--- config.mk ---
export PLATFORM = sky130hd
export DESIGN_NAME = artdmx_control_channel_decoder
export DESIGN_NICKNAME = d
export VERILOG_FILES = /design/src/rtl/core/acd_pkg.sv /design/src/rtl/core/acd_parser.sv /design/src/rtl/core/acd_scaler.sv /design/src/rtl/core/artdmx_control_channel_decoder.sv
export SDC_FILE = /design/constraint.sdc
export NUM_CORES = 2
export LEC_CHECK = 0
export ABC_AREA = 1
export BUFFER_PORTS_ARGS = -buffer_cell sky130_fd_sc_hd__buf_2
export CAP_MARGIN = 5
export CELL_PAD_IN_SITES_DETAIL_PLACEMENT = 0
export CELL_PAD_IN_SITES_GLOBAL_PLACEMENT = 2
export CORE_ASPECT_RATIO = 0.9
export CORE_UTILIZATION = 40
export DETAILED_ROUTE_END_ITERATION = 12
export HOLD_SLACK_MARGIN = 0.15
export PLACE_DENSITY_LB_ADDON = 0.1
export SYNTH_ARGS = -nofsm -noshare
export SYNTH_HDL_FRONTEND = slang
export SYNTH_SLANG_ARGS = --single-unit
--- constraint.sdc ---
create_clock -name clk -period 7.6 [get_ports clk]
set_input_delay 1.52 -clock clk [delete_from_list [all_inputs] [get_ports clk]]
set_output_delay 1.52 -clock clk [all_outputs]
set_load 0.02 [all_outputs]
--- src/rtl/core/acd_pkg.sv ---
// Shared types, constants and helper functions for the ArtDmx control channel decoder.
package acd_pkg;

	// Number of DMX slots that drive the control state.
	localparam int unsigned CONTROL_SLOTS = 8;

	// Header layout and limits.
	localparam logic [9:0]  HDR_LEN     = 10'd18;
	localparam logic [9:0]  COUNT_MAX   = 10'd1023;
	localparam logic [9:0]  ID_LEN      = 10'd8;
	localparam logic [9:0]  POS_OP_LO   = 10'd8;
	localparam logic [9:0]  POS_OP_HI   = 10'd9;
	localparam logic [9:0]  POS_VER_HI  = 10'd10;
	localparam logic [9:0]  POS_VER_LO  = 10'd11;
	localparam logic [9:0]  POS_SUBUNI  = 10'd14;
	localparam logic [9:0]  POS_NET     = 10'd15;
	localparam logic [9:0]  POS_LEN_HI  = 10'd16;
	localparam logic [9:0]  POS_LEN_LO  = 10'd17;
	localparam logic [15:0] OP_DMX      = 16'h5000;
	localparam logic [15:0] MIN_VERSION = 16'd14;
	localparam logic [15:0] MIN_SLOTS   = 16'd2;
	localparam logic [15:0] MAX_SLOTS   = 16'd512;

	// Result status codes.
	localparam logic [2:0] ST_OK        = 3'd0;
	localparam logic [2:0] ST_SHORT     = 3'd1;
	localparam logic [2:0] ST_BAD_ID    = 3'd2;
	localparam logic [2:0] ST_OPCODE    = 3'd3;
	localparam logic [2:0] ST_VERSION   = 3'd4;
	localparam logic [2:0] ST_SLOTS     = 3'd5;
	localparam logic [2:0] ST_TRUNCATED = 3'd6;
	localparam logic [2:0] ST_UNIVERSE  = 3'd7;

	// Configuration register indexes.
	localparam logic [2:0] REG_UNIVERSE_FILTER = 3'd0;
	localparam logic [2:0] REG_START_SLOT      = 3'd1;
	localparam logic [2:0] REG_FREQ_MIN        = 3'd2;
	localparam logic [2:0] REG_FREQ_MAX        = 3'd3;
	localparam logic [2:0] REG_AMP_MAX         = 3'd4;
	localparam logic [2:0] REG_MORPH_MAX       = 3'd5;

	// Configuration reset values.
	localparam logic [14:0] RST_UNIVERSE_FILTER = 15'd0;
	localparam logic [9:0]  RST_START_SLOT      = 10'd1;
	localparam logic [7:0]  RST_FREQ_MIN        = 8'd1;
	localparam logic [7:0]  RST_FREQ_MAX        = 8'd8;
	localparam logic [14:0] RST_AMP_MAX         = 15'd1024;
	localparam logic [15:0] RST_MORPH_MAX       = 16'd1608;

	// Held control state reset values.
	localparam logic [7:0]  RST_HELD_FREQ_X    = 8'd3;
	localparam logic [7:0]  RST_HELD_FREQ_Y    = 8'd2;
	localparam logic [15:0] RST_HELD_INTENSITY = 16'd16384;
	localparam logic [15:0] RST_HELD_MORPH     = 16'd256;

	// Fixed scale factors and their upper bounds.
	localparam logic [23:0] HUE_SCALE   = 24'd46080;
	localparam logic [23:0] PHASE_SCALE = 24'd51472;
	localparam logic [15:0] HUE_MAX     = 16'd46080;
	localparam logic [15:0] PHASE_MAX   = 16'd51472;

	// Reciprocal of 255 scaled by 2^32, rounded up; exact for dividends below 2^24.
	localparam logic [48:0] RECIP_255 = 49'd16843010;

	typedef logic [CONTROL_SLOTS-1:0][7:0] slot_vec_t;

	typedef struct packed {
		logic [14:0] universe_filter;
		logic [9:0]  start_slot;
		logic [7:0]  freq_min;
		logic [7:0]  freq_max;
		logic [14:0] amp_max;
		logic [15:0] morph_max;
	} cfg_t;

	typedef struct packed {
		logic [2:0]  status;
		logic [14:0] universe;
		slot_vec_t   slot;
	} frame_t;

	// Expected identifier byte at each header position.
	function automatic logic [7:0] id_byte(input logic [2:0] pos);
		logic [7:0] b;
		case (pos)
			3'd0:    b = 8'h41;
			3'd1:    b = 8'h72;
			3'd2:    b = 8'h74;
			3'd3:    b = 8'h2D;
			3'd4:    b = 8'h4E;
			3'd5:    b = 8'h65;
			3'd6:    b = 8'h74;
			default: b = 8'h00;
		endcase
		return b;
	endfunction

	// Truncating division by 255 through a reciprocal multiply.
	function automatic logic [15:0] div255(input logic [23:0] x);
		logic [48:0] p;
		p = {25'b0, x} * RECIP_255;
		return p[47:32];
	endfunction

endpackage

--- src/rtl/core/acd_parser.sv ---
// Header and slot capture for incoming payload bytes, with the checked frame register.
module acd_parser #(
	parameter logic [15:0] MAX_SLOTS = acd_pkg::MAX_SLOTS
) (
	input  logic            clk,
	input  logic            arst_n,
	input  logic            in_valid,
	output logic            in_ready,
	input  logic [7:0]      data_byte,
	input  logic            last_byte,
	input  acd_pkg::cfg_t   cfg,
	output logic            frame_valid_s1,
	output acd_pkg::frame_t frame_s1,
	input  logic            frame_ready
);

	logic [9:0]         count_q, count_d;
	logic               id_q, id_d;
	logic [15:0]        op_q, op_d;
	logic [15:0]        ver_q, ver_d;
	logic [15:0]        slots_q, slots_d;
	logic [14:0]        addr_q, addr_d;
	acd_pkg::slot_vec_t cap_q, cap_d;
	logic [9:0]         idx;
	logic [9:0]         first;
	logic [9:0]         off;
	logic [16:0]        need_len;
	logic [2:0]         status_d;
	logic               accept;

	assign in_ready = !frame_valid_s1 || frame_ready;
	assign accept   = in_valid && in_ready;

	// Field capture for the byte at the current position.
	always_comb begin
		count_d = (count_q == acd_pkg::COUNT_MAX) ? count_q : count_q + 10'd1;
		id_d    = id_q;
		op_d    = op_q;
		ver_d   = ver_q;
		slots_d = slots_q;
		addr_d  = addr_q;
		cap_d   = cap_q;
		idx     = count_q - acd_pkg::HDR_LEN;
		first   = (cfg.start_slot == 10'd0) ? 10'd0 : cfg.start_slot - 10'd1;
		off     = idx - first;
		if (count_q < acd_pkg::ID_LEN) begin
			if (data_byte != acd_pkg::id_byte(count_q[2:0])) begin
				id_d = 1'b0;
			end
		end else begin
			case (count_q)
				acd_pkg::POS_OP_LO:  op_d[7:0]    = data_byte;
				acd_pkg::POS_OP_HI:  op_d[15:8]   = data_byte;
				acd_pkg::POS_VER_HI: ver_d[15:8]  = data_byte;
				acd_pkg::POS_VER_LO: ver_d[7:0]   = data_byte;
				acd_pkg::POS_SUBUNI: addr_d[7:0]  = data_byte;
				acd_pkg::POS_NET:    addr_d[14:8] = data_byte[6:0];
				acd_pkg::POS_LEN_HI: slots_d[15:8] = data_byte;
				acd_pkg::POS_LEN_LO: slots_d[7:0]  = data_byte;
				default: begin
					// Slot bytes inside the control window and inside the frame.
					if (count_q >= acd_pkg::HDR_LEN && count_q < acd_pkg::COUNT_MAX &&
							idx >= first && off < 10'(acd_pkg::CONTROL_SLOTS) &&
							{6'b0, idx} < slots_q) begin
						cap_d[off[2:0]] = data_byte;
					end
				end
			endcase
		end
	end

	// Datagram checks in priority order, on the state including this byte.
	always_comb begin
		need_len = {7'b0, acd_pkg::HDR_LEN} + {1'b0, slots_d};
		if (count_d < acd_pkg::HDR_LEN) begin
			status_d = acd_pkg::ST_SHORT;
		end else if (!id_d) begin
			status_d = acd_pkg::ST_BAD_ID;
		end else if (op_d != acd_pkg::OP_DMX) begin
			status_d = acd_pkg::ST_OPCODE;
		end else if (ver_d < acd_pkg::MIN_VERSION) begin
			status_d = acd_pkg::ST_VERSION;
		end else if (slots_d < acd_pkg::MIN_SLOTS || slots_d > MAX_SLOTS) begin
			status_d = acd_pkg::ST_SLOTS;
		end else if ({7'b0, count_d} < need_len) begin
			status_d = acd_pkg::ST_TRUNCATED;
		end else if (addr_d != cfg.universe_filter) begin
			status_d = acd_pkg::ST_UNIVERSE;
		end else begin
			status_d = acd_pkg::ST_OK;
		end
	end

	// Capture state; the final byte returns it to the start of a datagram.
	always_ff @(posedge clk or negedge arst_n) begin
		if (!arst_n) begin
			count_q <= '0;
			id_q    <= 1'b1;
			op_q    <= '0;
			ver_q   <= '0;
			slots_q <= '0;
			addr_q  <= '0;
			cap_q   <= '0;
		end else if (accept) begin
			if (last_byte) begin
				count_q <= '0;
				id_q    <= 1'b1;
				op_q    <= '0;
				ver_q   <= '0;
				slots_q <= '0;
				addr_q  <= '0;
				cap_q   <= '0;
			end else begin
				count_q <= count_d;
				id_q    <= id_d;
				op_q    <= op_d;
				ver_q   <= ver_d;
				slots_q <= slots_d;
				addr_q  <= addr_d;
				cap_q   <= cap_d;
			end
		end
	end

	// Frame register valid flag.
	always_ff @(posedge clk or negedge arst_n) begin
		if (!arst_n) begin
			frame_valid_s1 <= 1'b0;
		end else if (accept && last_byte) begin
			frame_valid_s1 <= 1'b1;
		end else if (frame_ready) begin
			frame_valid_s1 <= 1'b0;
		end
	end

	// Frame register payload.
	always_ff @(posedge clk) begin
		if (accept && last_byte) begin
			frame_s1.status   <= status_d;
			frame_s1.universe <= (count_d < acd_pkg::HDR_LEN) ? 15'd0 : addr_d;
			frame_s1.slot     <= cap_d;
		end
	end

endmodule

--- src/rtl/core/acd_scaler.sv ---
// Slot scaling into the held control state and the result register.
module acd_scaler (
	input  logic            clk,
	input  logic            arst_n,
	input  logic            frame_valid_s1,
	input  acd_pkg::frame_t frame_s1,
	output logic            frame_ready,
	input  acd_pkg::cfg_t   cfg,
	output logic            out_valid,
	input  logic            out_ready,
	output logic [2:0]      status,
	output logic [14:0]     packet_universe,
	output logic            mode,
	output logic [7:0]      freq_x,
	output logic [7:0]      freq_y,
	output logic [14:0]     amplitude,
	output logic [15:0]     hue,
	output logic [15:0]     intensity,
	output logic [15:0]     morph_speed,
	output logic [15:0]     phase_offset
);

	typedef struct packed {
		logic [2:0]  status;
		logic [14:0] universe;
		logic        mode;
		logic [15:0] fx;
		logic [15:0] fy;
		logic [22:0] amp;
		logic [23:0] hue;
		logic [15:0] intensity;
		logic [23:0] morph;
		logic [23:0] phase;
	} prod_t;

	logic        valid_s2;
	prod_t       prod_s2;
	prod_t       prod_d;
	logic [7:0]  span;
	logic        out_load;
	logic [15:0] quo_fx, quo_fy, quo_amp, quo_hue, quo_morph, quo_phase;

	assign out_load    = valid_s2 && (!out_valid || out_ready);
	assign frame_ready = !valid_s2 || out_load;

	// Products of the slots with their scales; mode is the top bit of slot 0 and intensity repeats slot 5.
	always_comb begin
		span             = (cfg.freq_max >= cfg.freq_min) ? cfg.freq_max - cfg.freq_min : 8'd0;
		prod_d.status    = frame_s1.status;
		prod_d.universe  = frame_s1.universe;
		prod_d.mode      = frame_s1.slot[0][7];
		prod_d.fx        = {8'b0, frame_s1.slot[1]} * {8'b0, span};
		prod_d.fy        = {8'b0, frame_s1.slot[2]} * {8'b0, span};
		prod_d.amp       = {15'b0, frame_s1.slot[3]} * {8'b0, cfg.amp_max};
		prod_d.hue       = {16'b0, frame_s1.slot[4]} * acd_pkg::HUE_SCALE;
		prod_d.intensity = {frame_s1.slot[5], frame_s1.slot[5]};
		prod_d.morph     = {16'b0, frame_s1.slot[6]} * {8'b0, cfg.morph_max};
		prod_d.phase     = {16'b0, frame_s1.slot[7]} * acd_pkg::PHASE_SCALE;
	end

	// Quotients by 255 of the registered products.
	always_comb begin
		quo_fx    = acd_pkg::div255({8'b0, prod_s2.fx});
		quo_fy    = acd_pkg::div255({8'b0, prod_s2.fy});
		quo_amp   = acd_pkg::div255({1'b0, prod_s2.amp});
		quo_hue   = acd_pkg::div255(prod_s2.hue);
		quo_morph = acd_pkg::div255(prod_s2.morph);
		quo_phase = acd_pkg::div255(prod_s2.phase);
	end

	// Product stage valid flag.
	always_ff @(posedge clk or negedge arst_n) begin
		if (!arst_n) begin
			valid_s2 <= 1'b0;
		end else if (frame_ready) begin
			valid_s2 <= frame_valid_s1;
		end
	end

	// Product stage payload.
	always_ff @(posedge clk) begin
		if (frame_valid_s1 && frame_ready) begin
			prod_s2 <= prod_d;
		end
	end

	// Result valid flag.
	always_ff @(posedge clk or negedge arst_n) begin
		if (!arst_n) begin
			out_valid <= 1'b0;
		end else if (out_load) begin
			out_valid <= 1'b1;
		end else if (out_ready) begin
			out_valid <= 1'b0;
		end
	end

	// Result status and universe.
	always_ff @(posedge clk) begin
		if (out_load) begin
			status          <= prod_s2.status;
			packet_universe <= prod_s2.universe;
		end
	end

	// Held control state, updated only by an accepted packet.
	always_ff @(posedge clk or negedge arst_n) begin
		if (!arst_n) begin
			mode         <= 1'b0;
			freq_x       <= acd_pkg::RST_HELD_FREQ_X;
			freq_y       <= acd_pkg::RST_HELD_FREQ_Y;
			amplitude    <= acd_pkg::RST_AMP_MAX;
			hue          <= '0;
			intensity    <= acd_pkg::RST_HELD_INTENSITY;
			morph_speed  <= acd_pkg::RST_HELD_MORPH;
			phase_offset <= '0;
		end else if (out_load && prod_s2.status == acd_pkg::ST_OK) begin
			mode         <= prod_s2.mode;
			freq_x       <= cfg.freq_min + quo_fx[7:0];
			freq_y       <= cfg.freq_min + quo_fy[7:0];
			amplitude    <= quo_amp[14:0];
			hue          <= quo_hue;
			intensity    <= prod_s2.intensity;
			morph_speed  <= quo_morph;
			phase_offset <= quo_phase;
		end
	end

endmodule

--- src/rtl/core/artdmx_control_channel_decoder.sv ---
// ArtDmx control channel decoder: an Art-Net DMX packet parser driving held control state.
//
// Payload bytes enter one per cycle on the input channel, last_byte marking the end of a
// datagram; each byte needs only field capture, so a byte is taken every cycle unless
// the frame, product and result registers all hold results and the output is stalled,
// in which case the input waits until the result is taken. Each final byte yields one
// result through three registers (checked frame, slot products, result register),
// carrying the status of the first failed check, the packet's port address and the
// held control state after the datagram. Bytes that are not final produce no result.
// An accepted packet rescales eight DMX slots, starting at the configured start slot,
// into mode, frequencies, amplitude, hue, intensity, morph rate and phase; a rejected
// one leaves them as they were. The block is usable right after reset.
module artdmx_control_channel_decoder #(
	parameter logic [15:0] MAX_SLOTS = acd_pkg::MAX_SLOTS
) (
	input  logic        clk,
	input  logic        arst_n,
	input  logic        in_valid,
	output logic        in_ready,
	input  logic [7:0]  data_byte,
	input  logic        last_byte,
	output logic        out_valid,
	input  logic        out_ready,
	output logic [2:0]  status,
	output logic [14:0] packet_universe,
	output logic        mode,
	output logic [7:0]  freq_x,
	output logic [7:0]  freq_y,
	output logic [14:0] amplitude,
	output logic [15:0] hue,
	output logic [15:0] intensity,
	output logic [15:0] morph_speed,
	output logic [15:0] phase_offset,
	input  logic        cfg_valid,
	output logic        cfg_ready,
	input  logic [2:0]  cfg_index,
	input  logic [15:0] cfg_data
);

	acd_pkg::cfg_t   cfg_q;
	logic            frame_valid_s1;
	acd_pkg::frame_t frame_s1;
	logic            frame_ready;

	assign cfg_ready = 1'b1;

	// Configuration registers.
	always_ff @(posedge clk or negedge arst_n) begin
		if (!arst_n) begin
			cfg_q.universe_filter <= acd_pkg::RST_UNIVERSE_FILTER;
			cfg_q.start_slot      <= acd_pkg::RST_START_SLOT;
			cfg_q.freq_min        <= acd_pkg::RST_FREQ_MIN;
			cfg_q.freq_max        <= acd_pkg::RST_FREQ_MAX;
			cfg_q.amp_max         <= acd_pkg::RST_AMP_MAX;
			cfg_q.morph_max       <= acd_pkg::RST_MORPH_MAX;
		end else if (cfg_valid && cfg_ready) begin
			case (cfg_index)
				acd_pkg::REG_UNIVERSE_FILTER: cfg_q.universe_filter <= cfg_data[14:0];
				acd_pkg::REG_START_SLOT:      cfg_q.start_slot      <= cfg_data[9:0];
				acd_pkg::REG_FREQ_MIN:        cfg_q.freq_min        <= cfg_data[7:0];
				acd_pkg::REG_FREQ_MAX:        cfg_q.freq_max        <= cfg_data[7:0];
				acd_pkg::REG_AMP_MAX:         cfg_q.amp_max         <= cfg_data[14:0];
				acd_pkg::REG_MORPH_MAX:       cfg_q.morph_max       <= cfg_data;
				default: ;
			endcase
		end
	end

	acd_parser #(
		.MAX_SLOTS (MAX_SLOTS)
	) u_parser (
		.clk            (clk),
		.arst_n         (arst_n),
		.in_valid       (in_valid),
		.in_ready       (in_ready),
		.data_byte      (data_byte),
		.last_byte      (last_byte),
		.cfg            (cfg_q),
		.frame_valid_s1 (frame_valid_s1),
		.frame_s1       (frame_s1),
		.frame_ready    (frame_ready)
	);

	acd_scaler u_scaler (
		.clk             (clk),
		.arst_n          (arst_n),
		.frame_valid_s1  (frame_valid_s1),
		.frame_s1        (frame_s1),
		.frame_ready     (frame_ready),
		.cfg             (cfg_q),
		.out_valid       (out_valid),
		.out_ready       (out_ready),
		.status          (status),
		.packet_universe (packet_universe),
		.mode            (mode),
		.freq_x          (freq_x),
		.freq_y          (freq_y),
		.amplitude       (amplitude),
		.hue             (hue),
		.intensity       (intensity),
		.morph_speed     (morph_speed),
		.phase_offset    (phase_offset)
	);

	// A short datagram never reports a port address.
	assert property (@(posedge clk) disable iff (!arst_n)
		out_valid && status == acd_pkg::ST_SHORT |-> packet_universe == 15'd0)
		else $error("short datagram reported a nonzero universe");

	// A newly shown rejected packet leaves the held state untouched.
	assert property (@(posedge clk) disable iff (!arst_n)
		$rose(out_valid) && status != acd_pkg::ST_OK |->
			$stable(hue) && $stable(amplitude) && $stable(morph_speed) && $stable(freq_x))
		else $error("rejected packet changed the held state");

	// Fixed scales keep hue and phase inside their full ranges.
	assert property (@(posedge clk) disable iff (!arst_n)
		hue <= acd_pkg::HUE_MAX && phase_offset <= acd_pkg::PHASE_MAX)
		else $error("hue or phase beyond full scale");

endmodule

Word-level counts from Yosys, hierarchy flattened
Index checks and enable logic that the tools add are counted.
- add/subtract/negate cells: 8
- $mul: 12
- $lt $le $gt $ge: 14
- equality and inequality tests: 23
- multiplexer cells: 42
- bitwise gates (word level): 1
- reductions and logical operators: 32
- operator list (cell ; count):
    64-bit 2-to-1 mux ; 4
    16-bit 2-to-1 mux ; 6
    8-bit 2-to-1 mux ; 10
    16-bit by 24-bit multiplier with 39-bit output, second input constant ; 2
    64-bit bitwise mux ; 1
    10-bit by 4-bit equality test with 1-bit output, second input constant ; 6
    24-bit by 24-bit multiplier with 47-bit output, second input constant ; 1
    23-bit by 24-bit multiplier with 46-bit output, second input constant ; 1
    20-bit by 24-bit multiplier with 43-bit output, second input constant ; 1
    7-bit case mux with 6 select lines ; 1
    14-bit by 24-bit multiplier with 37-bit output, second input constant ; 1
    8-bit by 8-bit multiplier with 16-bit output ; 2
    10-bit 2-to-1 mux ; 3
    15-bit 2-to-1 mux ; 2
    8-bit demux with 3-bit select ; 1
    8-bit by 16-bit multiplier with 24-bit output ; 1
    8-bit by 15-bit multiplier with 23-bit output ; 1
    10-bit by 5-bit equality test with 1-bit output, second input constant ; 2
    10-bit by 4-bit < comparator with 1-bit output, second input constant ; 2
    8-bit by 12-bit multiplier with 20-bit output, second input constant ; 1
    5-bit by 16-bit adder with 17-bit output, first input constant ; 1
    10-bit by 17-bit < comparator with 1-bit output ; 1
    8-bit adder ; 2
    16-bit by 10-bit > comparator with 1-bit output, second input constant ; 1
    other kinds (38) ; 78
- bits in registers: 557
- input port bits: 33
- output and inout bits: 117
- word-level logic and storage cells: 186

Longest topological paths before layout
- depth after elaboration: 12
- mapped depth: 36
- gate-level depth less buffers: 35

Modules after synthesis
A second synthesis with hierarchy kept.
- cell total of the unflattened synthesis: 6997
- area total of the unflattened synthesis: 55296.8 µm²
- modules (own cells, without submodules) (module ; times used ; cells an instance ; area an instance (µm²) ; seq. area each (µm²)):
    acd_scaler ; 1 ; 5054 ; 39686.8 ; 7029.2
    acd_parser ; 1 ; 1619 ; 12764.7 ; 5916.9
    artdmx_control_channel_decoder ; 1 ; 324 ; 2845.2 ; 1811.7

Worst setup path before layout
OpenSTA, ideal clock, no wires.
- path type: reg-to-reg
- start point: reg cfg_q[39] (netlist name)
- end point: reg u_scaler.prod_s2[142] (netlist name), data pin
- setup time: 261 ps
- arrival: 6135 ps
- data required time: 7339 ps
- path slack: 1204 ps
- stages on the path, launching flop included: 32
- buffers on the path: 1
- period minus slack after synthesis: 6396 ps
- path through: dfstp_2 ha_1 inv_1 fa_1 nand2_1 inv_1 o21ai_0 nand2_1 a21o_1 a21oi_1 nor2_1 nor3_1 o21bai_2 nand2_1 clkbuf_1 nor2_1 fa_1 fa_1 inv_1 fa_1 fa_1 inv_1 ha_1 a21o_1 a31oi_1 o21ai_0 a21oi_1 o21bai_1 a21oi_1 nor2_1 nor2_1 xor2_1
- RTL lines (element ; RTL line ; source):
    from (decl) ; artdmx_control_channel_decoder.sv:40 ; acd_pkg::cfg_t cfg_q;
    to (signal assigned) ; acd_scaler.sv:83 ; prod_s2 <= prod_d;
    to (decl) ; acd_scaler.sv:37 ; prod_t prod_s2;

==> flow_metrics.tcl <==
set metrics [dict create \
    outcome "completed" \
    grt_util_all_layers 0.222 \
    synth-edff-count 233 \
    drive_gt1_frac 0.0594 \
    power-per-cell-area_nw_per_um2 403 \
    drv_cap 0 \
    ys_async_sr_fraction 0.558 \
    synth.distinct_cells 64 \
    layout_common_cells "nand2_1 (1333), inv_1 (1152), ha_1 (887)" \
    placed_area_um2 54400 \
    finalWirelength_mm 144 \
    fp.dieW_um 382 \
    drc_errors 0 \
    critPathMaxFanout 10 \
    rsz0062_at_grt "no" \
    grt_pass1_vias 40500 \
    hpwl_mm 113 \
    final.min_clock_period_ps 7050 \
    die_y_um 344 \
    cts_made_buffers 68 \
    syn_inst 6288 \
    first_iter_violations 2218 \
    clk_pin_slew_ps 60 \
    num_vias 40200 \
    gp_congestion 0.849 \
    cts_tree "built" \
    io_pins 150 \
    cp_common_cell "inv_1" \
    power.total_uw 22900 \
    yosys.area.top_type "ha_1" \
    first_pass_iters 6 \
    nets 7597 \
    critPathLaunchType "register" \
    finalSetupTns_ps 0 \
    start_util 0.403 \
    synth_area_leaders "ha_1 (21%), edfxtp_1 (13%), dfrtp_1 (13%)" \
    avgSynthCellArea_um2 8.26 \
    avgRoutedWirePerCell_um 17.7 \
    critPathKind "reg -> reg" \
    ys_warn_count 0 \
    arrival_ps 7460 \
    core_um2 129000 \
    port_buffers 148 \
    area_growth_pct 9.31 \
    final-setup-viol-count 0 \
    hold_viol_final 0 \
    std_cell_rows 125 \
    antenna_found_initial 7 \
    avgViaCountPerCell 4.94 \
    finClkSkew_ps 39.7 \
    timing.final.crit_share 0.927 \
    final_core_util 0.440 \
    final_common_cell "nand2_1" \
    synth_ff_type "dfrtp_1" \
    cp-end-kind "register" \
    holdBufCountCts 0 \
    clk_latency_ps 680 \
    tightest_slew_ps 1040 \
    cts_root_buf "clkbuf_16" \
    cts.sinks 527 \
    ant_nets 0 \
    syn_nets 7509 \
    critPathRequiredTime_ps 8020 \
    grt-ovfl-total 0 \
    min_path_type "reg -> reg" \
    syn_area_um2 52000 \
    timing.slew.headroom 0.308 \
    clk_path_buf_depth 3 \
    fmax_ghz 0.142 \
    slowest_stage "dfstp_2" \
    ys_seq_area_frac 0.277 \
    report.final.slew_viol_count 0 \
    leakage_uw 0.0307 \
    peakVddDrop_uv 327 \
    grt_start_max_net_pins 138 \
    grt_pass1_wl_mm 229 \
    ys_ff_latch 527 \
    cpPeakStageDelay_ps 560 \
    fin_area_um2 56800 \
    dieArea_um2 131000 \
    htreeDepth 3 \
    synth_top_cell_area_share 0.214 \
]
sequential cells by signal (all words and copies together), names as in the netlist, 3 cells and up:
signal / count
cfg_q: 72
u_parser.addr_q: 15
u_parser.cap_q: 57
u_parser.count_q: 10
u_parser.frame_s1: 75
u_parser.op_q: 16
u_parser.slots_q: 16
u_parser.ver_q: 15
u_scaler.amplitude: 15
u_scaler.freq_x: 8
u_scaler.freq_y: 8
u_scaler.hue: 16
u_scaler.intensity: 9
u_scaler.morph_speed: 16
u_scaler.packet_universe: 15
u_scaler.phase_offset: 16
u_scaler.prod_s2: 140
u_scaler.status: 3
through the flow:
stage | cells | setup slack [ps] | hold slack, ps
after floorplan | 6288 | 1200 | 400
after global placement | 8020 | 554 | 405
after detailed placement | 8020 | 516 | 405
after CTS | 8143 | 488 | 419
after global routing | 8143 | 6.65 | 424
final | 8144 | 552 | 420
final timing paths:
| check | slack, ps | cells past startpoint | end | start |
|---|---|---|---|---|
| worst min-delay path | 420 | 0 | u_scaler.packet_universe[0] | u_scaler.prod_s2[144] |
| worst min register to register | 420 | 0 | u_scaler.packet_universe[0] | u_scaler.prod_s2[144] |
| min in group asynchronous | 710 | 1 | u_scaler.amplitude[2] | arst_n |
| worst max register to register | 550 | 33 | u_scaler.prod_s2[126] | cfg_q[39] |
| max in group asynchronous | 5580 | 2 | u_parser.frame_valid_s1 | arst_n |
| worst max-delay path | 550 | 33 | u_scaler.prod_s2[126] | cfg_q[39] |
critical path, delay by kind of cell, from the launching register on:
family / cells / cell delay [ps]
buffers and inverters: 7 / 570
adder cells (fa/ha/maj): 7 / 2920
AO/OA/AOI/OAI: 8 / 1540
XOR/XNOR: 1 / 80
flip-flops: 1 / 560
AND/OR/NAND/NOR: 10 / 1090
Yosys cell counts, drive strengths merged, types with 47 or more instances:
| cell | count |
|---|---|
| xor2 | 103 |
| o22ai | 47 |
| nand4 | 50 |
| nor2 | 430 |
| edfxtp | 233 |
| dfrtp | 279 |
| a21oi | 276 |
| clkbuf | 122 |
| nand2 | 1351 |
| nand3 | 313 |
| fa | 301 |
| ha | 887 |
| o21ai | 372 |
| xnor2 | 52 |
| inv | 1164 |
| a31oi | 49 |
area by class of cell:
type,instances,area [um2]
Fill cell,13200,72200
Multi-Input combinational cell,4439,32600
Sequential cell,527,14400
Inverter,1164,4380
Tap cell,1714,2140
Clock buffer,86,1880
Timing Repair Buffer,176,973
Clock inverter,37,479
Antenna cell,1,2.50
where the power goes:
group / leakage, uW / internal [uW] / switching, uW
Sequential: 0.00609 / 3670 / 584
Clock: 0.00115 / 2050 / 1420
Combinational: 0.0235 / 5620 / 9530
layer usage:
metal  vias up  part of all wire  GRT usage
met5         -          0.000077          0
met4         2             0.020     0.0470
met3       158             0.040     0.0334
met2       621              0.44      0.351
met1     18900              0.50      0.322
li1      20500                 -          -
cell families after synthesis:
family | synth area share
other | 0.0000722
DFF | 0.277
muxes | 0.000217
and+or+nand+nor | 0.182
xor gates and xnor gates | 0.0261
AOI/OAI and AO/OA | 0.0878
buffers and inverters | 0.0975
adders and majority gates | 0.330
what timing repair did:
item | CTS | global route
resized for setup | 0 | 4
setup endpoints to repair | 0 | 2
buffers inserted | 0 | 0
Power figures use the tool's default switching activity.
